**src/hw/rtl/mkd_pkg.sv**
```systemverilog
`timescale 1ns / 1ps
package mkd_pkg;

  localparam int unsigned CfgW   = 32;
  localparam int unsigned FieldW = 32;
  localparam int unsigned OpW    = 49;   // multiplier operand, signed
  localparam int unsigned ProdW  = 47;   // capped product, signed
  localparam int unsigned TrigW  = 33;   // Q2.30 sine/cosine, signed
  localparam int unsigned AtanN  = 24;
  localparam int unsigned CordicGain = 32'd652032874;

  localparam logic [45:0] ProdCap = {46{1'b1}};

  typedef enum logic [1:0] {
    REG_INV_WHEEL_RADIUS = 2'd0,
    REG_HALF_SPAN        = 2'd1,
    REG_INV_MASS         = 2'd2,
    REG_INV_INERTIA      = 2'd3
  } cfg_reg_e;

  // Arctangent of 2^-i in units of 2^-32 turn
  function automatic logic [31:0] atan_turn(input int unsigned i);
    logic [31:0] r;
    case (i)
      0:  r = 32'd536870912;
      1:  r = 32'd316933406;
      2:  r = 32'd167458907;
      3:  r = 32'd85004756;
      4:  r = 32'd42667331;
      5:  r = 32'd21354465;
      6:  r = 32'd10679838;
      7:  r = 32'd5340245;
      8:  r = 32'd2670163;
      9:  r = 32'd1335087;
      10: r = 32'd667544;
      11: r = 32'd333772;
      12: r = 32'd166886;
      13: r = 32'd83443;
      14: r = 32'd41722;
      15: r = 32'd20861;
      16: r = 32'd10430;
      17: r = 32'd5215;
      18: r = 32'd2608;
      19: r = 32'd1304;
      20: r = 32'd652;
      21: r = 32'd326;
      22: r = 32'd163;
      23: r = 32'd81;
      default: r = 32'd0;
    endcase
    return r;
  endfunction

  // Clamp a capped product to the signed 32-bit range
  function automatic logic signed [FieldW-1:0] sat32(input logic signed [ProdW-1:0] v);
    logic signed [FieldW-1:0] r;
    if (v > $signed({{(ProdW-FieldW){1'b0}}, 1'b0, {(FieldW-1){1'b1}}})) begin
      r = {1'b0, {(FieldW-1){1'b1}}};
    end else if (v < $signed({{(ProdW-FieldW){1'b1}}, 1'b1, {(FieldW-1){1'b0}}})) begin
      r = {1'b1, {(FieldW-1){1'b0}}};
    end else begin
      r = v[FieldW-1:0];
    end
    return r;
  endfunction

endpackage

```
**src/hw/rtl/mkd_mul.sv**
```systemverilog
`timescale 1ns / 1ps
// Pipelined rounding multiply: |a| clamped to 48 bits, split into two
// 24 x 32 partial products, rounded half away from zero, capped at 2^46-1.
module mkd_mul #(
  parameter int unsigned Shift = 16
) (
  input  logic                               clk_i,
  input  logic signed [mkd_pkg::OpW-1:0]     a_i,
  input  logic        [mkd_pkg::CfgW-1:0]    b_i,
  input  logic                               b_neg_i,
  output logic signed [mkd_pkg::ProdW-1:0]   p_o
);
  import mkd_pkg::*;

  localparam int unsigned FullW = 80;

  logic [OpW-1:0]   mag_full;
  logic [47:0]      mag;
  logic             neg_d, neg_q;
  logic [55:0]      pp_hi_q, pp_lo_q;
  logic [FullW-1:0] full, shifted;
  logic [45:0]      rmag;
  logic signed [ProdW-1:0] p_d, p_q;

  always_comb begin
    neg_d    = a_i[OpW-1] ^ b_neg_i;
    mag_full = a_i[OpW-1] ? OpW'(-a_i) : OpW'(a_i);
    mag      = mag_full[OpW-1] ? {48{1'b1}} : mag_full[47:0];
  end

  always_ff @(posedge clk_i) begin
    pp_hi_q <= 56'(mag[47:24]) * 56'(b_i);
    pp_lo_q <= 56'(mag[23:0]) * 56'(b_i);
    neg_q   <= neg_d;
  end

  always_comb begin
    full    = {pp_hi_q, 24'd0} + FullW'(pp_lo_q) + (FullW'(1) << (Shift - 1));
    shifted = full >> Shift;
    rmag    = (|shifted[FullW-1:46]) ? ProdCap : shifted[45:0];
    p_d     = neg_q ? -$signed({1'b0, rmag}) : $signed({1'b0, rmag});
  end

  always_ff @(posedge clk_i) begin
    p_q <= p_d;
  end

  assign p_o = p_q;

endmodule

```
**config.mk**
```make
export PLATFORM = sky130hd
export DESIGN_NAME = mkd_mul
export DESIGN_NICKNAME = d
export VERILOG_FILES = /design/src/hw/rtl/mkd_pkg.sv /design/src/hw/rtl/mkd_mul.sv
export SDC_FILE = /design/constraint.sdc
export NUM_CORES = 2
export LEC_CHECK = 0
export BUFFER_PORTS_ARGS = -buffer_cell sky130_fd_sc_hd__buf_2
export CORE_MARGIN = 2
export CORE_UTILIZATION = 55
export DETAILED_ROUTE_END_ITERATION = 6
export PLACE_DENSITY = 0.68
export SLEW_MARGIN = 20
export SYNTH_ARGS = -nofsm -noshare
export SYNTH_HDL_FRONTEND = slang
export SYNTH_SLANG_ARGS = --single-unit
```
**constraint.sdc**
```tcl
create_clock -name clk_i -period 25.5 [get_ports clk_i]
set_clock_uncertainty 0.1 [all_clocks]
set_input_delay 1.275 -clock clk_i [delete_from_list [all_inputs] [get_ports clk_i]]
set_output_delay 1.275 -clock clk_i [all_outputs]
set_load 0.02 [all_outputs]
```
Word-level counts from Yosys, hierarchy flattened:

Cells that the tools add are included.

* add/sub/neg operators: 4
* $mul: 2
* multiplexer cells: 4
* bitwise operators: 1
* reductions and logical operators: 1

Operators by type and width (count)
* 24-bit by 32-bit multiplier with 56-bit output: 2
* 46-bit two-way mux: 2
* 80-bit by 16-bit adder with 80-bit output (second input constant): 1
* 80-bit by 56-bit adder with 80-bit output: 1
* 49-bit two-way mux: 1
* 49-bit negator: 1
* 48-bit two-way mux: 1
* 46-bit negator with 47-bit output: 1
* 18-bit OR reduction: 1
* 1-bit bitwise XOR: 1

* flip-flop bits (word level): 160
* input bits: 83
* output and inout port bits: 47
* word-level logic and storage cells: 17

Depth between registers and ports, before layout:

* depth in word-level cells: 6
* depth in mapped cells: 38
* depth with buffers taken out: 36

Least setup slack after synthesis:

OpenSTA, ideal clock, no wires.

* kind: input-to-reg
* start point: input port a_i[12] (netlist name)
* end point: register pp_hi_q[52]
* setup time: 106 ps
* arrival time: 11071 ps
* data required time: 25294 ps
* setup slack: 14223 ps
* stages: 33
* buffers on the path: 2
* cells stage by stage: or4_1 > nor3_1 > nand4_1 > or3_1 > nor4_1 > nand3_1 > clkbuf_1 > nand2_1 > clkbuf_1 > nand2_1 > fa_1 > fa_1 > inv_1 > fa_1 > inv_1 > fa_1 > inv_1 > fa_1 > fa_1 > inv_1 > fa_1 > inv_1 > ha_1 > a21oi_1 > o21bai_1 > a2111oi_0 > o31ai_1 > or3b_2 > o21a_1 > a211o_1 > a221oi_1 > o21ai_1 > o311ai_0

* longest elaborated chain between the ends: 4

RTL lines
* start, declared: line mkd_mul.sv:8 `input logic signed [mkd_pkg::OpW-1:0] a_i,`
* 49-bit negator: line mkd_mul.sv:27 `mag_full = a_i[OpW-1] ? OpW'(-a_i) : OpW'(a_i);`
* 49-bit two-way mux: line mkd_mul.sv:27
* 48-bit two-way mux: line mkd_mul.sv:28 `mag = mag_full[OpW-1] ? {48{1'b1}} : mag_full[47:0];`
* 24-bit by 32-bit multiplier with 56-bit output: line mkd_mul.sv:32 `pp_hi_q <= 56'(mag[47:24]) * 56'(b_i);`
* end signal, assigned: line mkd_mul.sv:32
* end, declared: line mkd_mul.sv:20 `logic [55:0] pp_hi_q, pp_lo_q;`

Every way passes these cells.
A chain may end at the register's enable or synchronous reset.

Worst setup path after layout:

Ends and elaborated chain as after synthesis.

==> load_flow_metrics.sql <==
INSERT INTO impl_metrics (metric_group, metric, value, unit) VALUES
('floorplan', 'initial_core_util', '0.553', ''),
('clock_network', 'cts-root-buf', 'sky130_fd_sc_hd__clkbuf_16', ''),
('final_layout', 'register_area', '2900', 'µm²'),
('clock_network', 'cts.sinks', '145', ''),
('critical_path', 'critPathKind', 'in -> reg', ''),
('floorplan', 'die_area', '108000', 'µm²'),
('floorplan', 'floorplan.rows', '119', ''),
('clock_network', 'clk_transition_reported_paths', '60', 'ps'),
('global_routing', 'globalRouteOverflowTotal', '0', ''),
('sta', 'timing.hold.ws', '631', 'ps'),
('global_routing', 'first_global_vias', '46976', ''),
('critical_path', 'crit_fanout', '44', ''),
('critical_path', 'timing.critical_path.mode_cell', 'sky130_fd_sc_hd__fa_1', ''),
('placed_design', 'gp_congestion', '0.918', ''),
('sta', 'setup_tns', '0', 'ps'),
('logic_synthesis', 'syn-num-nets', '8540', ''),
('global_routing', 'groute.usage.overall', '0.318', ''),
('logic_synthesis', 'ys_types', '97', ''),
('final_layout', 'layout_common_cells', 'sky130_fd_sc_hd__inv_1 (1468), sky130_fd_sc_hd__fa_1 (1315), sky130_fd_sc_hd__nand2_1 (1071), sky130_fd_sc_hd__and2_1 (610), sky130_fd_sc_hd__ha_1 (395)', ''),
('worst_hold_path', 'hold_path.class', 'reg -> reg', ''),
('sta', 'slew_at_the_pin_closest_to_its_max_slew_limit', '1220', 'ps'),
('global_routing', 'grt_antenna_before_repair', '7', ''),
('logic_synthesis', 'ys.flop_type', 'sky130_fd_sc_hd__dfxtp_1', ''),
('logic_synthesis', 'proportion_of_synthesized_area_in_mux_cells', '0.00606', ''),
('sta', 'setup_viol_count_final', '0', ''),
('critical_path', 'worstSetupEndpointType', 'flop', ''),
('clock_network', 'postCtsHoldBufs', '0', ''),
('global_routing', 'pin_count_of_the_biggest_net_entering_global_routing', '75', ''),
('critical_path', 'crit_path_start_kind', 'primary input', ''),
('logic_synthesis', 'ys_ff_latch', '145', ''),
('logic_synthesis', 'post_synth_fa_ha_maj_area_fraction', '0.539', ''),
('sta', 'timing.final.hold_violations', '0', ''),
('logic_synthesis', 'syn_area_per_cell', '8.60', 'µm²'),
('sta', 'layout_worst_path_cycle_share', '0.504', ''),
('floorplan', 'floorplan.core_area', '105000', 'µm²'),
('floorplan', 'die-height', '329', 'µm'),
('routing', 'wirelength', '167000', 'µm'),
('outcome', 'result_of_the_run', 'complete, no violations', ''),
('sta', 'minimum_clock_period', '12840', 'ps'),
('critical_path', 'worst_ep_arrival_time', '13080', 'ps'),
('sta', 'rsz0062_at_grt', 'false', ''),
('logic_synthesis', 'synthesis.area', '58000', 'µm²'),
('clock_network', 'clock_latency', '500', 'ps'),
('sta', 'clock.fmax', '77.9', 'MHz'),
('routing', 'tritonroute_pass_1_iters', '7', ''),
('clock_network', 'clock_tree.htree_level_count', '4', ''),
('routing', 'num_vias', '45520', ''),
('clock_network', 'cts_resized', '0', ''),
('critical_path', 'crit_slowest_cell', 'sky130_fd_sc_hd__nor4_1', ''),
('routing', 'routed_via_density', '5.69', ''),
('critical_path', 'cpPeakStageDelay', '700', 'ps'),
('logic_synthesis', 'synth_xor_area_frac', '0.0255', ''),
('final_layout', 'multi_input_gate_area_in_the_final_layout', '48200', 'µm²'),
('routing', 'remaining_drc_errors', '0', ''),
('logic_synthesis', 'synthesis.yosys.warnings', '0', ''),
('clock_network', 'cts_made_buffers', '17', ''),
('flow_run', 'max-cap-violations', '0', ''),
('placed_design', 'dp_hpwl', '127000', 'µm'),
('clock_network', 'cts_tree', 'built', ''),
('global_routing', 'grt_pass1_wl', '264000', 'µm'),
('logic_synthesis', 'yosysSeqAreaShare', '0.0500', ''),
('logic_synthesis', 'synth_enable_flop_cells', '0', ''),
('final_layout', 'nets_final', '8381', ''),
('logic_synthesis', 'synth_top_family_by_area', 'adder cells', ''),
('clock_network', 'clk_path_buf_depth', '2', ''),
('logic_synthesis', 'synth_simple_gate_area_share', '0.188', ''),
('logic_synthesis', 'postSynthCellCount', '6747', ''),
('clock_network', 'post_cts_setup_buffers', '0', ''),
('routing', 'number_of_nets_still_failing_antenna_checks_after_routing', '0', ''),
('routing', 'first_iter_violations', '3871', ''),
('final_layout', 'layout_commonest_cell', 'sky130_fd_sc_hd__inv_1', '');
metal layers:
layer / part of all wire / vias to the layer above / global-route usage
met1: 0.41 / 23377 / 0.430
met3: 0.087 / 308 / 0.0625
met2: 0.47 / 1954 / 0.516
met4: 0.033 / 4 / 0.104
met5: 0.00020 / - / 0
li1: - / 19877 / -
registers in the layout, summed over array words and instances, names as in the netlist:
register	flops
pp_hi_q	56
p_o	47
neg_q	1
pp_lo_q	41
Yosys cell counts (all sizes together), types with 30 or more instances:
cell type,count,share of area
nor2,131,0.0085
a21oi,139,0.012
inv,1468,0.095
nor3,53,0.0047
dfxtp,145,0.050
o21ai,131,0.011
fa,1315,0.45
nand4,46,0.0050
clkbuf,372,0.024
o21a,35,0.0045
nor2b,70,0.0075
ha,395,0.085
xnor2,83,0.013
nand2,1081,0.070
and2,611,0.066
nand2b,30,0.0033
xor2,86,0.013
a21o,71,0.0092
nand3,70,0.0060
worst max-delay path, delay by kind of cell:
family	cells	cell delay, ps
buffers and inverters	8	1180
AND/OR/NAND/NOR	9	3860
adder cells (fa/ha/maj)	8	3910
AO/OA/AOI/OAI	9	2790
cell families (layout without fill, tap and decap cells):
logic type	after synthesis	count (layout)
AOI/OAI and AO/OA	606	606
muxes	33	33
other	0	7
adders and majority gates	1710	1710
xor gates and xnor gates	169	169
and+or+nand+nor	2230	2230
DFF	145	145
buffers and inverters	1854	1707
per-stage QoR:
step | utilization | area [µm²] | worst slack (ps) | instances
detailed placement | 0.568 | 59600 | 12300 | 7960
CTS | 0.574 | 60200 | 12830 | 7991
finish | 0.574 | 60200 | 12660 | 7998
global route | 0.574 | 60200 | 11980 | 7992
global placement | 0.568 | 59600 | 12660 | 7960
floorplan | - | 58000 | 14220 | 6747
path summary, 6_finish.rpt:
kind	start	end	slack (ps)	cells past startpoint
min	pp_lo_q[16]	p_o[0]	630	2
max reg2reg	pp_lo_q[26]	p_o[32]	17990	21
max	a_i[12]	pp_hi_q[52]	12660	34
min reg2reg	pp_lo_q[16]	p_o[0]	630	2
layout make-up:
class                           instances  share of cell area
Multi-Input combinational cell       4748               0.800
Inverter                             1468              0.0915
Sequential cell                       145              0.0482
Tap cell                             1391              0.0289
Timing Repair Buffer                  208              0.0206
Clock buffer                           21             0.00748
Clock inverter                         10             0.00266
Antenna cell                            7            0.000291
Power is not shown: default switching activity piles up to over one toggle a cycle in this logic, so the estimate is an artifact.
