===== src/hw/rtl/mkd_pkg.sv =====
`timescale 1ns / 1ps
package mkd_pkg;

  localparam int unsigned CfgW   = 32;
  localparam int unsigned FieldW = 32;
  localparam int unsigned OpW    = 49;   // multiplier operand, signed
  localparam int unsigned ProdW  = 47;   // capped product, signed
  localparam int unsigned TrigW  = 33;   // Q2.30 sine/cosine, signed
  localparam int unsigned AtanN  = 24;
  localparam int unsigned CordicGain = 32'd652032874;

  localparam logic [45:0] ProdCap = {46{1'b1}};

  typedef enum logic [1:0] {
    REG_INV_WHEEL_RADIUS = 2'd0,
    REG_HALF_SPAN        = 2'd1,
    REG_INV_MASS         = 2'd2,
    REG_INV_INERTIA      = 2'd3
  } cfg_reg_e;

  // Arctangent of 2^-i in units of 2^-32 turn
  function automatic logic [31:0] atan_turn(input int unsigned i);
    logic [31:0] r;
    case (i)
      0:  r = 32'd536870912;
      1:  r = 32'd316933406;
      2:  r = 32'd167458907;
      3:  r = 32'd85004756;
      4:  r = 32'd42667331;
      5:  r = 32'd21354465;
      6:  r = 32'd10679838;
      7:  r = 32'd5340245;
      8:  r = 32'd2670163;
      9:  r = 32'd1335087;
      10: r = 32'd667544;
      11: r = 32'd333772;
      12: r = 32'd166886;
      13: r = 32'd83443;
      14: r = 32'd41722;
      15: r = 32'd20861;
      16: r = 32'd10430;
      17: r = 32'd5215;
      18: r = 32'd2608;
      19: r = 32'd1304;
      20: r = 32'd652;
      21: r = 32'd326;
      22: r = 32'd163;
      23: r = 32'd81;
      default: r = 32'd0;
    endcase
    return r;
  endfunction

  // Clamp a capped product to the signed 32-bit range
  function automatic logic signed [FieldW-1:0] sat32(input logic signed [ProdW-1:0] v);
    logic signed [FieldW-1:0] r;
    if (v > $signed({{(ProdW-FieldW){1'b0}}, 1'b0, {(FieldW-1){1'b1}}})) begin
      r = {1'b0, {(FieldW-1){1'b1}}};
    end else if (v < $signed({{(ProdW-FieldW){1'b1}}, 1'b1, {(FieldW-1){1'b0}}})) begin
      r = {1'b1, {(FieldW-1){1'b0}}};
    end else begin
      r = v[FieldW-1:0];
    end
    return r;
  endfunction

endpackage


===== src/hw/rtl/mkd_cordic.sv =====
`timescale 1ns / 1ps
// Rotation-mode CORDIC, one register stage per iteration. Headings in the
// left half-plane are turned by half a turn and the results negated.
module mkd_cordic #(
  parameter int unsigned Stages = 16
) (
  input  logic                             clk_i,
  input  logic [15:0]                      heading_i,
  output logic signed [mkd_pkg::TrigW-1:0] cos_o,
  output logic signed [mkd_pkg::TrigW-1:0] sin_o
);
  import mkd_pkg::*;

  logic signed [TrigW-1:0] x_q [Stages];
  logic signed [TrigW-1:0] y_q [Stages];
  logic signed [TrigW-1:0] z_q [Stages];
  logic                    flip_q [Stages];

  logic        flip0;
  logic [31:0] ang;

  always_comb begin
    flip0 = (heading_i >= 16'd16384) && (heading_i < 16'd49152);
    ang   = {heading_i ^ {flip0, 15'd0}, 16'd0};
  end

  for (genvar i = 0; i < Stages; i++) begin : g_stage
    logic signed [TrigW-1:0] xi, yi, zi, x_d, y_d, z_d;
    logic                    fi;
    if (i == 0) begin : g_first
      assign xi = TrigW'(CordicGain);
      assign yi = '0;
      assign zi = TrigW'($signed(ang));
      assign fi = flip0;
    end else begin : g_next
      assign xi = x_q[i-1];
      assign yi = y_q[i-1];
      assign zi = z_q[i-1];
      assign fi = flip_q[i-1];
    end
    always_comb begin
      if (!zi[TrigW-1]) begin
        x_d = xi - (yi >>> i);
        y_d = yi + (xi >>> i);
        z_d = zi - $signed(TrigW'(atan_turn(i)));
      end else begin
        x_d = xi + (yi >>> i);
        y_d = yi - (xi >>> i);
        z_d = zi + $signed(TrigW'(atan_turn(i)));
      end
    end
    always_ff @(posedge clk_i) begin
      x_q[i]    <= x_d;
      y_q[i]    <= y_d;
      z_q[i]    <= z_d;
      flip_q[i] <= fi;
    end
  end

  assign cos_o = flip_q[Stages-1] ? -x_q[Stages-1] : x_q[Stages-1];
  assign sin_o = flip_q[Stages-1] ? -y_q[Stages-1] : y_q[Stages-1];

endmodule


===== config.mk =====
export PLATFORM = sky130hd
export DESIGN_NAME = mkd_cordic
export DESIGN_NICKNAME = d
export VERILOG_FILES = /design/src/hw/rtl/mkd_pkg.sv /design/src/hw/rtl/mkd_cordic.sv
export SDC_FILE = /design/constraint.sdc
export NUM_CORES = 2
export LEC_CHECK = 0
export BUFFER_PORTS_ARGS = -buffer_cell sky130_fd_sc_hd__clkbuf_2
export CAP_MARGIN = 40
export CORE_ASPECT_RATIO = 1.1
export CORE_MARGIN = 5
export CORE_UTILIZATION = 55
export DETAILED_ROUTE_END_ITERATION = 12
export PLACE_DENSITY = 0.79
export SLEW_MARGIN = 30
export SYNTH_ARGS = -nofsm -noshare
export SYNTH_HDL_FRONTEND = slang
export SYNTH_SLANG_ARGS = --single-unit

===== constraint.sdc =====
create_clock -name clk_i -period 4.37 [get_ports clk_i]
set_input_delay 0.437 -clock clk_i [delete_from_list [all_inputs] [get_ports clk_i]]
set_output_delay 0.437 -clock clk_i [all_outputs]
set_load 0.02 [all_outputs]

# Yosys cells after proc, flatten, opt, wreduce, memory -nomap -nowiden
# Memories as Yosys holds them, arrays and structs flattened.
# Cells that the tools add are included.
[classes]
addsub = 94
order_cmp = 2
n_mux = 49
n_bitwise = 1
reduce_logical = 1
[ops]
columns = ["operator", "n"]
rows = [
  ["33-bit 2-to-1 mux", 49],
  ["33-bit by 18-bit adder with 33-bit output", 2],
  ["33-bit by 19-bit adder with 33-bit output", 2],
  ["33-bit by 20-bit adder with 33-bit output", 2],
  ["33-bit by 21-bit adder with 33-bit output", 2],
  ["33-bit by 22-bit adder with 33-bit output", 2],
  ["33-bit by 23-bit adder with 33-bit output", 2],
  ["33-bit by 24-bit adder with 33-bit output", 2],
  ["33-bit by 25-bit adder with 33-bit output", 2],
  ["33-bit by 26-bit adder with 33-bit output", 2],
  ["33-bit by 27-bit adder with 33-bit output", 2],
  ["33-bit by 28-bit adder with 33-bit output", 2],
  ["33-bit by 29-bit adder with 33-bit output", 2],
  ["33-bit by 30-bit adder with 33-bit output", 2],
  ["33-bit by 31-bit adder with 33-bit output", 2],
  ["33-bit by 32-bit adder with 33-bit output", 2],
  ["33-bit negator", 2],
  ["33-bit by 18-bit subtractor with 33-bit output", 2],
  ["33-bit by 19-bit subtractor with 33-bit output", 2],
  ["33-bit by 20-bit subtractor with 33-bit output", 2],
  ["33-bit by 21-bit subtractor with 33-bit output", 2],
  ["33-bit by 22-bit subtractor with 33-bit output", 2],
  ["33-bit by 23-bit subtractor with 33-bit output", 2],
  ["33-bit by 24-bit subtractor with 33-bit output", 2],
  ["other kinds (44)", 52],
]
[totals]
register_bits = 0
ramBits = 1600
out_inout_bits = 66
wordCells = 151
memories = 4
[mem_list]
columns = ["memory", "depth", "word_bits", "read_ports", "rd_ports_with_merged_regs", "write_ports", "line_no", "rtl"]
rows = [
  ["x_q", 16, 33, 16, 0, 16, "mkd_cordic.sv:14", "logic signed [TrigW-1:0] x_q [Stages];"],
  ["y_q", 16, 33, 16, 0, 16, "mkd_cordic.sv:15", "logic signed [TrigW-1:0] y_q [Stages];"],
  ["z_q", 16, 33, 15, 0, 16, "mkd_cordic.sv:16", "logic signed [TrigW-1:0] z_q [Stages];"],
  ["flip_q", 16, 1, 16, 0, 16, "mkd_cordic.sv:17", "logic flip_q [Stages];"],
]

# Depth between registers and ports, before layout
[logic_depth]
ltp_word = 5
depth_mapped = 21

# Worst setup path after synthesis
# No wires, ideal clock.
[synth_path]
path_kind = "reg2reg"
start = "memory z_q[10][32], in the netlist z_q[1][98]"
end = "memory y_q[11][29]"
t_arrival_ns = 4.351
slack_ns = -0.115
stages_incl_launch_ff = 17
path_buffers = 3
cell_sequence = "dfxtp_1 clkbuf_1 clkbuf_1 clkbuf_1 mux2i_1 ha_1 nor2b_1 o21ai_0 a21boi_0 o21a_1 o31ai_2 o311ai_1 a211o_1 a211oi_1 o21ai_0 and3_1 or4_1"
[synth_lines]
columns = ["item", "line_no"]
rows = [
  ["start: declaration", "mkd_cordic.sv:16"],
  ["end: declaration", "mkd_cordic.sv:15"],
]

==> results.json <==
{
  "outcome": "complete, but fails checks",
  "failed_checks": "negative setup slack",
  "dp.cells": 14873,
  "path_clk_slew_ns": 0.06,
  "nets": 14051,
  "stdcell_count": 15201,
  "syn_to_final_growth_pct": 13.37,
  "io_buffers": 82,
  "slew_viol_final": 0,
  "synth_top_cell_area_share_pct": 27.19,
  "min_period_over_period_pct": 102.4,
  "crit_buf_inv": 1,
  "drv_cap": 0,
  "final_antenna_net_count": 0,
  "grt_pass1_wl_um": 446200,
  "hold_path.class": "input pin to flop",
  "ys_seq_area_share_pct": 27.19,
  "final_core_util_pct": 62.77,
  "hold_viol": 0,
  "dr_total_vias": 89645,
  "cp_slowest_cell": "or4_4",
  "critPathLaunchType": "flop",
  "arrival_ns": 4.04,
  "crit_top_cell": "or4_4",
  "cp_slowest_stage_delay_ns": 0.54,
  "clock_sinks": 1401,
  "routed_wl_um": 277900,
  "synthTopCellsByArea": "dfxtp_1, ha_1, xnor2_1",
  "drcViolationCount": 0,
  "fin_ws_ns": -0.1034,
  "drive_gt1_share_pct": 10.11,
  "vias_per_cell": 5.897,
  "ys_ff_latch": 1401,
  "async_reset_ff_share_pct": 0,
  "avgSynthCellArea_um2": 8.551,
  "synthMostInstantiatedCell": "dfxtp_1",
  "die_x_um": 422.9,
  "grt_start_max_net_pins": 70,
  "antenna_found_initial": 1,
  "synth.net_count": 13473,
  "cts_tree": "done",
  "gp_congestion": 0.9813,
  "finalCriticalPeriod_ns": 4.473,
  "critical_path_class": "flop to primary output",
  "worst_pin_slew_ns": 0.7965,
  "n_fill_cell": 15540,
  "syn_inst": 12062,
  "dieArea_um2": 196300,
  "ys_types": 88,
  "rsz0062_at_grt": "true",
  "endpoint_kind": "primary output",
  "num_rows": 166,
  "fmax_mhz": 223.5,
  "ys.flop_type": "dfxtp_1",
  "grt-ovfl-total": 0,
  "grt_pass1_vias": 89245,
  "fin_skew_ns": 0.04897,
  "syn-cell-area_um2": 103100,
  "clock_latency_ns": 0.83,
  "cts_buffers": 151,
  "relSlewSlack_pct": 46.41,
  "setup_tns_ns": -0.2989,
  "drt_iter0_markers": 5514,
  "hpwl_um": 222200,
  "post_drt_wl_per_cell_um": 18.28,
  "track_usage_pct": 27.05,
  "drtPass1Iterations": 6,
  "core_area_um2": 186300,
  "crit_fanout": 3,
  "critical_path_required_ns": 3.93,
  "synth_area_leader_cell": "dfxtp_1",
  "cts_root_buf": "clkbuf_16",
  "die_h_um": 464.2,
  "synth_edf_count": 0,
  "ios": 83,
  "netlist_top_cells_count": "dfxtp_1, ha_1, a21oi_1, xnor2_1, nor2_1",
  "crit_chain": "or4_4 -> or3_4 -> nor2_4 -> nand3_2 -> or2_1 -> or4_4 -> or4_4 -> o31ai_2 -> xnor2_1 -> clkbuf_4",
  "synth_warnings": 0,
  "setup_viol": 4,
  "postPlaceCellArea_um2": 109500,
  "crit_family": "simple AND/OR/NAND/NOR gates",
  "cts_buffer_depth": 3,
  "fin_area_um2": 116900,
  "htreeDepth": 4,
  "floorplan.initialDensity_pct": 55.36
}
through the flow:
step           hold WS (ns)  setup slack [ns]
3_3_place_gp         0.3099           -0.2894
3_5_place_dp         0.3121           -0.1486
4_1_cts              0.1964           -0.1788
2_1_floorplan        0.3096           0.05742
6_report             0.2539           -0.1034
5_1_grt              0.2276           -0.2187
metal layers:
| layer | track usage, % | wire, um | vias up |
|---|---|---|---|
| met3 | 2.823 | 9733 | 752 |
| met2 | 51.29 | 142800 | 2158 |
| met4 | 12.68 | 13770 | 2 |
| li1 | - | - | 44477 |
| met1 | 30.09 | 111400 | 42256 |
| met5 | 0 | 199 | - |
cell usage in the layout, fill, tap and decap left out, types with 46 or more instances in the layout:
master,netlist,layout
a21o_1,636,636
xnor2_1,1202,1198
a21oi_1,1333,1312
mux2i_1,63,62
nor3_1,306,272
dfxtp_1,1401,1365
nand3_1,175,173
nor2_1,1046,1037
o31ai_1,68,57
nor2b_1,184,178
a31oi_1,137,122
o21ai_0,542,507
ha_1,1352,1343
nor4_1,94,61
o21bai_1,173,172
nand2_1,550,541
buf_4,2,498
mux2_2,70,70
xor2_1,619,618
nand2b_1,199,197
a211oi_1,100,90
inv_1,490,486
and3_1,105,105
clkbuf_2,0,74
clkbuf_16,0,153
o21a_1,199,199
nand4_1,74,74
or3_1,50,46
and2_1,75,64
logic make-up (layout without fill, tap and decap cells):
group	Yosys count	count (layout)	share of synthesized area, %
mux	133	133	1.376
compound gates	3599	3599	21.99
buf+inv	668	1370	2.438
flops	1401	1401	27.19
xor+xnor	1821	1821	15.46
other cells	0	1	0
fa+ha+maj	1394	1394	17.22
simple gates	3046	3046	14.33
flip-flops by register name, summed over array words and instances, names as in the netlist:
register	flops
flip_q	16
y_q	496
x_q	470
z_q	419
path summary, 6_finish.rpt:
check	cells after the start	start	slack, ns	endpoint
worst max-delay path	10	x_q[1][236]	-0.10	cos_o[27]
worst min-delay path	2	heading_i[1]	0.25	z_q[0][17]
worst max register to register	19	x_q[0][108]	0.14	y_q[4][32]
worst min register to register	0	flip_q[14]	0.32	flip_q[15]
final cells by class:
type,instances,area [um2],area share (%)
Antenna cell,1,2.502,0.002140
Clock buffer,200,4245,3.630
Clock inverter,77,1101,0.9416
Inverter,492,1853,1.585
Multi-Input combinational cell,9993,74160,63.42
Sequential cell,1401,28090,24.03
Tap cell,2436,3048,2.606
Timing Repair Buffer,601,4431,3.789
timing repair:
| item | 4_1_cts | 5_1_grt |
|---|---|---|
| pin swaps | 7 | 79 |
| endpoints found under the hold margin | 18 | 0 |
| hold buffers | 16 | 0 |
| gates resized for setup | 65 | 333 |
| setup endpoints to repair | 46 | 180 |
| buffers inserted | 9 | 24 |
Power is not shown: default switching activity piles up to over one toggle a cycle in this logic, so the estimate is an artifact.
