**config.mk**
```make
export PLATFORM = sky130hd
export DESIGN_NAME = mkd_delay
export DESIGN_NICKNAME = d
export VERILOG_FILES = /design/src/hw/rtl/mkd_delay.sv
export SDC_FILE = /design/constraint.sdc
export NUM_CORES = 1
export LEC_CHECK = 0
export BUFFER_PORTS_ARGS = -buffer_cell sky130_fd_sc_hd__buf_2
export CORE_AREA = 10 10 47 49
export CTS_BUF_LIST = sky130_fd_sc_hd__clkbuf_8
export DETAILED_ROUTE_END_ITERATION = 8
export DIE_AREA = 0 0 57 59
export GPL_TIMING_DRIVEN = 0
export PLACE_DENSITY = 0.51
export SETUP_SLACK_MARGIN = 0.5
export SLEW_MARGIN = 40
export SYNTH_ARGS = -nofsm -noshare
export SYNTH_HDL_FRONTEND = slang
export SYNTH_SLANG_ARGS = --single-unit
```
**constraint.sdc**
```tcl
create_clock -name clk_i -period 0.8 [get_ports clk_i]
set_clock_uncertainty 0.1 [all_clocks]
set_input_delay 0.04 -clock clk_i [delete_from_list [all_inputs] [get_ports clk_i]]
set_output_delay 0.04 -clock clk_i [all_outputs]
set_load 0.01 [all_outputs]
```
**src/hw/rtl/mkd_delay.sv**
```systemverilog
`timescale 1ns / 1ps
module mkd_delay #(
  parameter int unsigned Width = 8,
  parameter int unsigned Depth = 2
) (
  input  logic             clk_i,
  input  logic [Width-1:0] d_i,
  output logic [Width-1:0] q_o
);

  logic [Width-1:0] line_q [Depth];

  always_ff @(posedge clk_i) begin
    line_q[0] <= d_i;
    for (int i = 1; i < Depth; i++) begin
      line_q[i] <= line_q[i-1];
    end
  end

  assign q_o = line_q[Depth-1];

endmodule

```
-- Yosys cells after proc, flatten, opt, wreduce, memory -nomap -nowiden
Memories as Yosys holds them, arrays and structs flattened.
Cells that the tools add are included.
- register bits after elaboration: 0
- bits in latches: 0
- memory bits (writable): 16
- bits in read-only memories: 0
- input bits: 9
- output and inout port bits: 8
- logic and storage cells: 1
- memories kept: 1
- memories (name ; words ; bits a word ; read ports ; clocked after Yosys merged registers in ; write ports ; line ; RTL):
    line_q ; 2 ; 8 ; 2 ; 0 ; 2 ; 11 ; logic [Width-1:0] line_q [Depth];
- add/subtract/negate cells: 0
- $mul: 0
- divide/modulo/power cells: 0
- order comparisons: 0
- eq/ne operators: 0
- shift operators: 0
- multiplexer cells: 0
- bitwise operators: 0
- reduce and logical (&&, ||, !) cells: 0

-- Logic depth before layout (Yosys ltp)
Gate-level depths: netlist of run 1.
- word-level depth: 0
- gate-level depth with buffers: 1
- mapped depth without buffers: 0

-- Worst setup path after synthesis of run 1
No wires, ideal clock.
- path kind: reg-to-output
- start point: memory line_q[1][0], in the netlist line_q[0][8]
- end point: output port q_o[0]
- arrival: 0.401 ns
- data required time: 0.660 ns
- slack: 0.259 ns
- stages on the path, launching flop included: 2
- path buffers: 1
- path through: dfxtp_1 -> buf_4
- RTL lines (item ; line ; RTL):
    start, declared ; 11 ;
    end, declared ; 8 ; output logic [Width-1:0] q_o

==> results of run 1 <==
-- Yosys cell counts --
library cell              instances
sky130_fd_sc_hd__buf_4            8
sky130_fd_sc_hd__dfxtp_1         16
-- cell type report --
class                 instances  area [µm²]  share of cell area
sequential                   16         330               0.528
timing repair buffer         16         130               0.208
buffer                        8        90.1               0.144
clock buffer                  4        55.1              0.0880
tap                          16        20.0              0.0320
-- report_power, final --
group          total [W]  switching [W]  internal (W)
Combinational   0.000119      0.0000314     0.0000873
Sequential      0.000858      0.0000134      0.000845
Clock           0.000674       0.000239      0.000435
-- cell families after synthesis --
logic type             share of synthesized area
DFF                                        0.842
buffers and inverters                      0.158
-- metrics by stage --
stage | cells | setup WS, ns | area, µm² | util | hold slack, ns
after detailed placement | 56 | 0.138 | 510 | 0.364 | 0.0436
final | 60 | -0.104 | 626 | 0.446 | -0.204
after CTS | 60 | -0.116 | 623 | 0.445 | -0.210
after global placement | 56 | 0.146 | 510 | 0.364 | 0.0420
after floorplan | 24 | 0.267 | 410 | - | -0.0323
after global routing | 60 | -0.128 | 626 | 0.446 | -0.214
-- path summary, 6_finish.rpt --
kind                       from             to  slack (ns)  cells past startpoint
setup / recovery  line_q[0][10]         q_o[2]       -0.10                      2
hold reg to reg    line_q[0][3]  line_q[0][11]        0.22                      0
setup reg to reg   line_q[0][1]   line_q[0][9]        0.29                      0
hold / removal           d_i[0]   line_q[0][0]       -0.20                      1
-- per-layer routing --
metal	part of all wire	global-route usage	routed length, µm
met2	0.51	0.0512	295
met4	0.022	0.0604	13
met5	0	0	0
met3	0.10	0.0258	59
met1	0.36	0.0289	212
-- timing repair --
action	CTS	global route
hold endpoints to repair	8	8
setup endpoints to repair	16	16
resized for setup	14	2
==> results, run 1 <==
- CTS placed an instance of sky130_fd_sc_hd__clkbuf_8 at the clock tree root.
- The final wirelength is between 500 and 600 µm.
- The via count is 196.
- The number of antenna diodes in the final layout is 0.
- The relative slew slack is 0.959.
- The net count after synthesis is 33.
- STA classifies the critical path startpoint as a flip-flop.
- The power per unit of standard cell area is 2640 nW/µm².
- The count of buffering cells on the critical path with inverters included is 2.
- Pin placement for this block handled 17 I/O pins.
- The remaining global-route overflow is 0.
- The number of rows in the core area is 14.
- The number of flip-flops under the largest register name is 16.
- For this run, the detailed router's first-pass iteration total came to 1.
- The pin count of the biggest net entering global routing is 10.
- The core region area is around 1400 µm².
- The clock passes through at most 2 buffers.
- The achievable frequency is 1110 MHz.
- Leaving out fill and tap cells, the most frequent cells in the layout are sky130_fd_sc_hd__buf_6, sky130_fd_sc_hd__buf_2, sky130_fd_sc_hd__dfxtp_1, sky130_fd_sc_hd__dfxtp_2, sky130_fd_sc_hd__clkbuf_8.
- The die footprint is 3360 µm².
- In the final routed layout, each cell accounts on average for 9.68 µm.
- Setup repair after global routing could not meet its margin everywhere.
- After detailed routing, the number of remaining DRC violations is 0.
- After detailed routing, the number of vias per cell comes to approximately 3.3.
- The largest registers in the layout are line_q x16.
- The combined area of all synthesized cells is 380 µm².
- The via count of the first global-routing pass came to 211.
- Hold timing on the final database bottoms out at a slack of -0.204 ns.
- The cell with the largest stage delay on the worst path is sky130_fd_sc_hd__dfxtp_2.
- Counting every instance in the synthesized netlist gives 24.
- In the post-synthesis netlist, the biggest area contributors are sky130_fd_sc_hd__dfxtp_1, sky130_fd_sc_hd__buf_4.
- Compared with the post-synthesis result, the final layout area differs by 64.5%.
- The critical path is of the reg2out type.
- After the last flow step, the layout net total stands at 54.
- The mean instance size in the synthesized netlist is about 16 µm².
- The class of the most critical hold timing path is in2reg.
- The multi-input combinational gate total is 0.
- The total setup violations reported at the end of the flow is 8.
- Max-cap violations in this run came to 0.
- The number of DRC markers after the initial detailed-route iteration is 0.
- The most numerous cell type found on the critical path is sky130_fd_sc_hd__buf_6.
- The post-CTS clock slew at the launch and capture registers of the worst setup and hold paths is ~0.06 ns.
- The total routing resource utilization after global routing is 0.0378.
- The share of cells above drive strength 1 is 0.818.
- The area of combinational cells with multiple inputs is 0 µm².
- sky130_fd_sc_hd__dfxtp_1 takes more of the synthesized area than any other cell.
- The largest delay contributor family on the critical path is flip-flops.
- The clock insertion delay at the later pin of the skew report is 0.24 ns.
- For this run, the register share of the synthesized area comes to 0.842.
- The overall power after layout is ~0.0017 W.
- After clock tree synthesis, the setup repair step added 0 buffers.
- The level count of the clock H-tree is 1.
- The flow ran to the end, but the final reports show violations.
- The capturing element type of the critical path is an output port.
- At the worst endpoint, the required time is ~0.66 ns.
- The number of antenna violations at the first check in global routing is 0.
- Setup total negative slack on the finished layout was measured at -0.806 ns.
- The placer congestion estimate is approximately 0.52.
- The final-report hold violation count is 8.
- Fill cells in the final layout number 135.
- The distinct cell type count after synthesis is 2.
- For this design, the sink count on the clock tree is 16.
- The initial standard-cell utilization of the core is 0.271.
- The overall die width is around 57 µm.
- The first global-routing pass estimated slightly below 900 µm of wire.
- In this run the worst path has a maximum fanout of 1.
- After synthesis the netlist holds a flip-flop and latch count of 16.
- The final count of pins violating max slew is 0.
- Yosys printed 0 warnings.
- The slew of the pin with the lowest slew margin is 0.0614 ns.
- The static leakage power is 0.292 nW.
- The count of nets left with antenna violations once routing finished came out at 0.
- The worst path arrival time is ~0.76 ns.
- The floorplan step set the die height to a little under 60 µm.
- Dividing the final minimum period by the clock period gives 1.13.
- The share of the synthesized area in the top cell type is 0.842.
- The maximum VDD drop is 1.23 mV.
- The final critical path time including I/O delays and setup is between 0.9 and 1 ns.
- The total CTS buffers is 3.
- The signal on the critical path passes through buf_6 -> buf_6.
- The clock tree from TritonCTS is done.
- The delay of the slowest critical-path stage is 0.31 ns.
- The worst path setup slack after routing is -0.104 ns.
- The checks that failed: hold timing, setup timing.
- The number of I/O port buffers is 16.
- The leading cell type in the layout, fill and taps excluded is sky130_fd_sc_hd__buf_6.
- The register with the highest flop count is line_q.
Power figures use the tool's default switching activity.
==> run 2: changes to the inputs <==
GPL_TIMING_DRIVEN = default   (was 0)
==> run 2 against run 1 <==
Flip-flop and latch count unchanged. Register-to-register slack about the same. Core utilization shrank 9.4 points. Via count is 21% lower. Critical path type unchanged. The run still ends with hold timing, setup timing left.
==> results, run 2 (same netlist as run 1, synthesis figures left out) <==
- The flow ran to the end, but the final reports show violations.
- The checks that failed: hold timing, setup timing.
- The final-report hold violation count was 8.
- Detailed routing inserted a total of 154 vias.
- For the pin with the worst max-slew slack, the measured transition is between 0.07 and 0.08 ns.
- Across every metal layer, demand over resource in global routing totals 0.0361.
- The number of max-cap violations is 0.
- The instance count along the most critical hold path is 1.
- The worst path setup slack after routing is -0.00523 ns.
- Once detail routing completed, the nets flagged for antenna violations numbered 0.
- The end of the worst register-to-register path is line_q[0][10].
- The final wirelength is 572 µm.
- After the first detailed-routing iteration, the DRC count stood at 1.
- The total overflow left after global routing is 0.
- Clock-pin slew was measured on the worst setup and hold paths at 0.06 ns.
- The total setup violations reported at the end of the flow is 4.
- In this run the number of H-tree levels came out at 1.
- The core region area is 1400 µm².
- VDD sags by at most around 1.8 mV.
- The static leakage power is 0.231 nW.
- In this run the power spent charging and discharging nets is 0.000264 W.
- The wire length of the first global-routing pass is between 800 and 900 µm.
- The setup slack of the worst register-to-register path is approximately 0.28 ns.
- The worst hold path terminates at line_q[0][4].
- The largest registers in the layout are line_q x16.
- The register with the most flip-flops in the layout has 16 of them.
- Leaving out fill and tap cells, the most frequent cell in the layout is sky130_fd_sc_hd__buf_2.
- The ratio of final minimum period to clock period is 1.01.
- The worst path in the final design needs a cycle of 0.805 ns, including I/O delays and setup.
- The startpoint identified for the worst hold timing path is d_i[4].
- The average via count per standard cell is 2.96.
- The relative slew slack is 0.951.
- The floorplan step set the die width to 57 µm.
- The clock insertion delay at the later pin of the skew report is between 0.2 and 0.25 ns.
- The vertical die dimension is 59 µm.
- The internal power of the cells totals 0.00131 W.
- The top cell types in the final layout, fill and taps aside, are sky130_fd_sc_hd__buf_2, sky130_fd_sc_hd__dfxtp_1, sky130_fd_sc_hd__dfxtp_2.
- The critical path is of the reg2out type.
- The largest delay contributor family on the critical path is flip-flops.
- The worst hold path belongs to the class in2reg.
- The routed wire length per instance is approximately 11 µm.
- TritonCTS built the clock tree.
- The number of antenna violations at the first check in global routing is 0.
- The die footprint is 3360 µm².
- The clock net in this run drives a total of 16 sinks.
- The startpoint of the lowest-slack register-to-register path is line_q[0][2].
- The hold slack is -0.200 ns.
- The worst path arrival time is 0.67 ns.
- Walking the worst path, the cells encountered are buf_6.
- The number of inserted diodes is 0.
- The clock passes through at most 2 buffers.
- The combinational fraction of design power is 0.036.
- Clock tree synthesis selected as its root buffer the cell sky130_fd_sc_hd__clkbuf_8.
- In this run, CTS created clock tree buffers numbering 3.
- The placer congestion estimate is about 0.50.
- The slowest stage of the critical path belongs to the cell sky130_fd_sc_hd__dfxtp_2.
- Setup repair after global routing could not meet its margin everywhere.
- The delay of the slowest critical-path stage is ~0.32 ns.
- After detailed routing, the number of remaining DRC violations is 0.
- For the worst flop-to-flop path, the logic depth is 0.
- The relative contribution of the clock network to total power is 0.422.
- The critical path launch point type is a flip-flop.
- The final layout net count is 46.
- In this run the worst path has a maximum fanout of 1.
- The via count of the first global-routing pass is 190.
- The share of total power dissipated in sequential elements is 0.542.
- The filler cell count in the final layout is 157.
- The first detailed-routing pass ran for 2 iterations.
- Input and output buffers added on the ports amount to 16.
- The multi-input combinational gate total is 0.
- The power per unit of standard cell area is 3180 nW/µm².
- The final count of pins violating max slew is 0.
- The area overhead of the layout relative to synthesis is 29.9%.
- The floorplan has 14 rows.
- The pin count of the biggest net entering global routing is 10.
- STA classifies the critical path endpoint as an output port.
- STA puts the critical path data required time at 0.66 ns.
- Summing all multi-input logic gate instances after layout gives 0 µm².
- More flip-flops sit in one register than any other, and that register is line_q.
- Together, buffers and inverters on the worst path number 1.
- The number of primary I/O pins is 17.
- The share of total power consumed by net switching is 0.168.
- In the final layout, the share of cells above drive strength 1 is 0.694.
- At the end of the flow the core is filled with cells to 0.353.
- The number of setup buffers added after CTS is 0.
- The achievable frequency is 1240 MHz.
- The initial standard-cell utilization of the core is 0.271.
## run 2: stage by stage
step / total power, W / cells / area (µm²) / TNS [ns] / setup slack, ns
5_1_grt: 0.00165 / 52 / 494 / -0.235 / -0.0407
4_1_cts: 0.00159 / 52 / 485 / -0.0811 / -0.0217
3_5_place_dp: 0.000921 / 48 / 420 / 0 / 0.224
6_report: 0.00157 / 52 / 494 / -0.00647 / -0.00523
3_3_place_gp: 0.000915 / 48 / 420 / 0 / 0.251
2_1_floorplan: 0.000921 / 24 / 410 / 0 / 0.267
## run 2: worst max-delay path by stage
stage                             start     end  slack [ns]  depth (start not counted)
after floorplan            line_q[0][8]  q_o[0]        0.27                          1
after global placement    line_q[0][12]  q_o[4]        0.25                          1
after detailed placement   line_q[0][9]  q_o[1]        0.22                          1
after CTS                 line_q[0][10]  q_o[2]       -0.02                          1
after global routing      line_q[0][11]  q_o[3]       -0.04                          1
final                      line_q[0][9]  q_o[1]      -0.005                          1
## run 2: area by class of cell
cell class | instances | area (µm²) | area share
tap | 16 | 20.0 | 0.0405
clock buffer | 4 | 55.1 | 0.111
timing repair buffer | 16 | 92.6 | 0.187
sequential | 16 | 327 | 0.661
## run 2: routing by layer
layer / GRT usage / vias up / wire [µm]
met5: 0 / - / 0
li1: - / 87 / -
met1: 0.0349 / 58 / 249
met4: 0.0201 / 0 / 0
met2: 0.0589 / 9 / 287
met3: 0.0215 / 0 / 36
## run 2: what timing repair did
| action | in CTS | in global routing |
|---|---|---|
| hold endpoints to repair | 8 | 8 |
| setup endpoints to repair | 16 | 16 |
| resized for setup | 4 | 3 |
## run 2: power by group through the flow
| stage | Sequential [W] | Clock (W) | Combinational [W] |
|---|---|---|---|
| 3_3_place_gp | 0.000864 | 0 | 0.0000518 |
| 2_1_floorplan | 0.000868 | 0 | 0.0000532 |
| 6_report | 0.000853 | 0.000665 | 0.0000564 |
| 3_5_place_dp | 0.000867 | 0 | 0.0000531 |
| 4_1_cts | 0.000852 | 0.000686 | 0.0000560 |
| 5_1_grt | 0.000857 | 0.000731 | 0.0000617 |
==> run 3: changes to the inputs <==
REMOVE_ABC_BUFFERS = 1   (was default)
==> run 3 against run 2 <==
The flow finishes with violations (hold timing). Core utilization shrank 0.63 points. Clock-buffer cell count is 1 lower. Maximum frequency grew 0.72%. Via count increased by 5.8%. Worst hold slack improved by 0.00093 ns. Global-route usage is 0.13 points lower. Wire length fell by 7.7%. Cell area down 1.8%. Final cell count is 1.9% lower. Total power fell by 7.1%. Register-to-register slack improved by 0.02 ns. Critical path type unchanged.
==> results, run 3 (same netlist as run 1, synthesis figures left out) <==
- The worst setup path is launched from a flip-flop.
- The number of rows in the core area is 14.
- The power per unit of standard cell area is 3010 nW/µm².
- The number of nets still failing antenna checks after routing is 0.
- In the layout the commonest cells are sky130_fd_sc_hd__buf_2, sky130_fd_sc_hd__dfxtp_1, sky130_fd_sc_hd__dfxtp_2.
- The vertical die dimension is 59 µm.
- The total routing resource utilization after global routing is 0.0348.
- Once layout is complete, the cells apart from fillers number approximately 50.
- Across the run, the number of max-cap violations was 0.
- The hold slack is -0.199 ns.
- The clock insertion delay at the later pin of the skew report is about 0.24 ns.
- The worst path setup slack after routing is about 0.00052 ns.
- The number of setup buffers added after CTS is 0.
- The slew of the pin with the lowest slew margin is 0.0685 ns.
- The capturing element type of the critical path is an output port.
- Of all nets on the critical path, the largest fanout is 1.
- The leading cell type in the layout, fill and taps excluded is sky130_fd_sc_hd__buf_2.
- 0 cells are multi-input combinational gates.
- The number of DRC markers after the initial detailed-route iteration is 4.
- The average via count per standard cell is 3.20.
- Dividing the detail-routed wire length by the instance count gives between 10 and 15 µm.
- The largest registers in the layout are line_q x16.
- The total CTS buffers is 3.
- The number of flip-flops under the largest register name is 16.
- For this design, the slowest cell found on the critical path is sky130_fd_sc_hd__dfxtp_2.
- The via count is 163.
- The die covers 3360 µm².
- The remaining global-route overflow is 0.
- The clock passes through at most 2 buffers.
- The area of combinational cells with multiple inputs is 0 µm².
- The final-report hold violation count is 8.
- The cell at the root of the clock tree is sky130_fd_sc_hd__clkbuf_8.
- The number of inserted diodes is 0.
- The worst setup path is of the reg2out kind.
- Of the cells placed in the final design, the portion with a size suffix greater than 1 is 0.657.
- The worst-case IR drop observed on VDD is 0.883 mV.
- The class of the most critical hold timing path is in2reg.
- Measured along the x axis, the die boundary spans 57 µm.
- The level count of the clock H-tree is 1.
- The met2 layer usage reported by global route is 0.0434.
- The setup slack at placement is 0.247 ns.
- The number of antenna violations at the first check in global routing came to 0.
- The register with the highest flop count is line_q.
- For this design the static power due to leakage is 0.226 nW.
- Summed over all layers, the routed wires come to 528 µm.
- For the final routed database, the setup TNS stands at 0 ns.
- For met3 alone, demand over resource in global routing was 0.0300.
- Routability-driven placement finished with a final weighted congestion of ~0.54.
- The flow ran to the end, but the final reports show violations.
- For this design the top-level I/O count stands at 17.
- Data on the critical path arrives at its endpoint at 0.66 ns.
- The post-detailed-route DRC marker count is 0.
- The required time at the endpoint of the critical path is around 0.66 ns.
- The wire length of the first global-routing pass is 793 µm.
- The count of buffering cells on the critical path with inverters included is 1.
- The number of I/O port buffers is 16.
- In this run the tightest slew margin relative to its limit is 0.955.
- The final critical path time including I/O delays and setup is between 0.7 and 0.8 ns.
- The largest delay contributor family on the critical path is flip-flops.
- For met1 alone, demand over resource in global routing was 0.0313.
- Entering global routing, the biggest net connects 9 pins.
- The total setup violations reported at the end of the flow is 0.
- The ratio of final minimum period to clock period is 0.999.
- The final count of pins violating max slew is 0.
- The via count of the first global-routing pass was between 150 and 200.
- The clock tree from TritonCTS is done.
- The delay of the slowest critical-path stage is about 0.31 ns.
- The core region area is around 1400 µm².
- The final reports fail on hold timing.
- met2 is the most crowded layer.
- The post-CTS clock slew at the launch and capture registers of the worst setup and hold paths is roughly 0.05 ns.
- The CTS sink count is 16.
- The final layout net count is between 40 and 50.
- The signal on the critical path passes through buf_6.
- The cell count after placement is 48.
- Setup repair after global routing could not meet its margin everywhere.
- For this run, the top clock speed supported by timing is 1250 MHz.
- The area overhead of the layout relative to synthesis is 27.6%.
- For this run, the detailed router's first-pass iteration total came to 2.
- The initial utilization of the core area, before any placement, comes to 0.271.
==> run 3: changes by cell type in the layout (fill, tap and decap cells not counted), sizes merged <==
cell / previous run / this run
clkbuf: 4 / 3
==> run 3: power by group <==
group	total, W	internal (W)	switching, W
Sequential	0.000852	0.000842	0.00000941
Clock	0.000551	0.000332	0.000219
Combinational	0.0000587	0.0000360	0.0000227
Total	0.00146	0.00121	0.000251
==> run 3: routing by layer <==
metal,vias up,routed length (µm),part of all wire
met5,-,0,0
met4,0,0,0
met3,0,49,0.093
met2,8,277,0.52
met1,69,201,0.38
li1,86,-,-
==> run 3: path summary, 6_finish.rpt <==
check / cells past startpoint / slack (ns) / to / start
setup / recovery: 1 / 0.0005 / q_o[7] / line_q[0][15]
setup reg to reg: 0 / 0.30 / line_q[0][9] / line_q[0][1]
hold / removal: 1 / -0.20 / line_q[0][1] / d_i[1]
hold reg to reg: 0 / 0.22 / line_q[0][15] / line_q[0][7]
==> run 3: layout make-up <==
type                  count  area (µm²)
timing repair buffer     16        98.8
fill                    149         916
clock buffer              3        41.3
tap                      16        20.0
sequential               16         325
==> run 3: through the flow <==
stage	cell area (µm²)	total power (W)	util
2_1_floorplan	320	0.000877	-
6_report	485	0.00146	0.346
3_3_place_gp	420	0.000915	0.300
3_5_place_dp	420	0.000918	0.300
4_1_cts	462	0.00147	0.329
5_1_grt	485	0.00153	0.346
==> run 3: timing repair <==
action,4_1_cts,5_1_grt
hold endpoints to repair,8,8
setup endpoints to repair,16,16
resized for setup,0,7
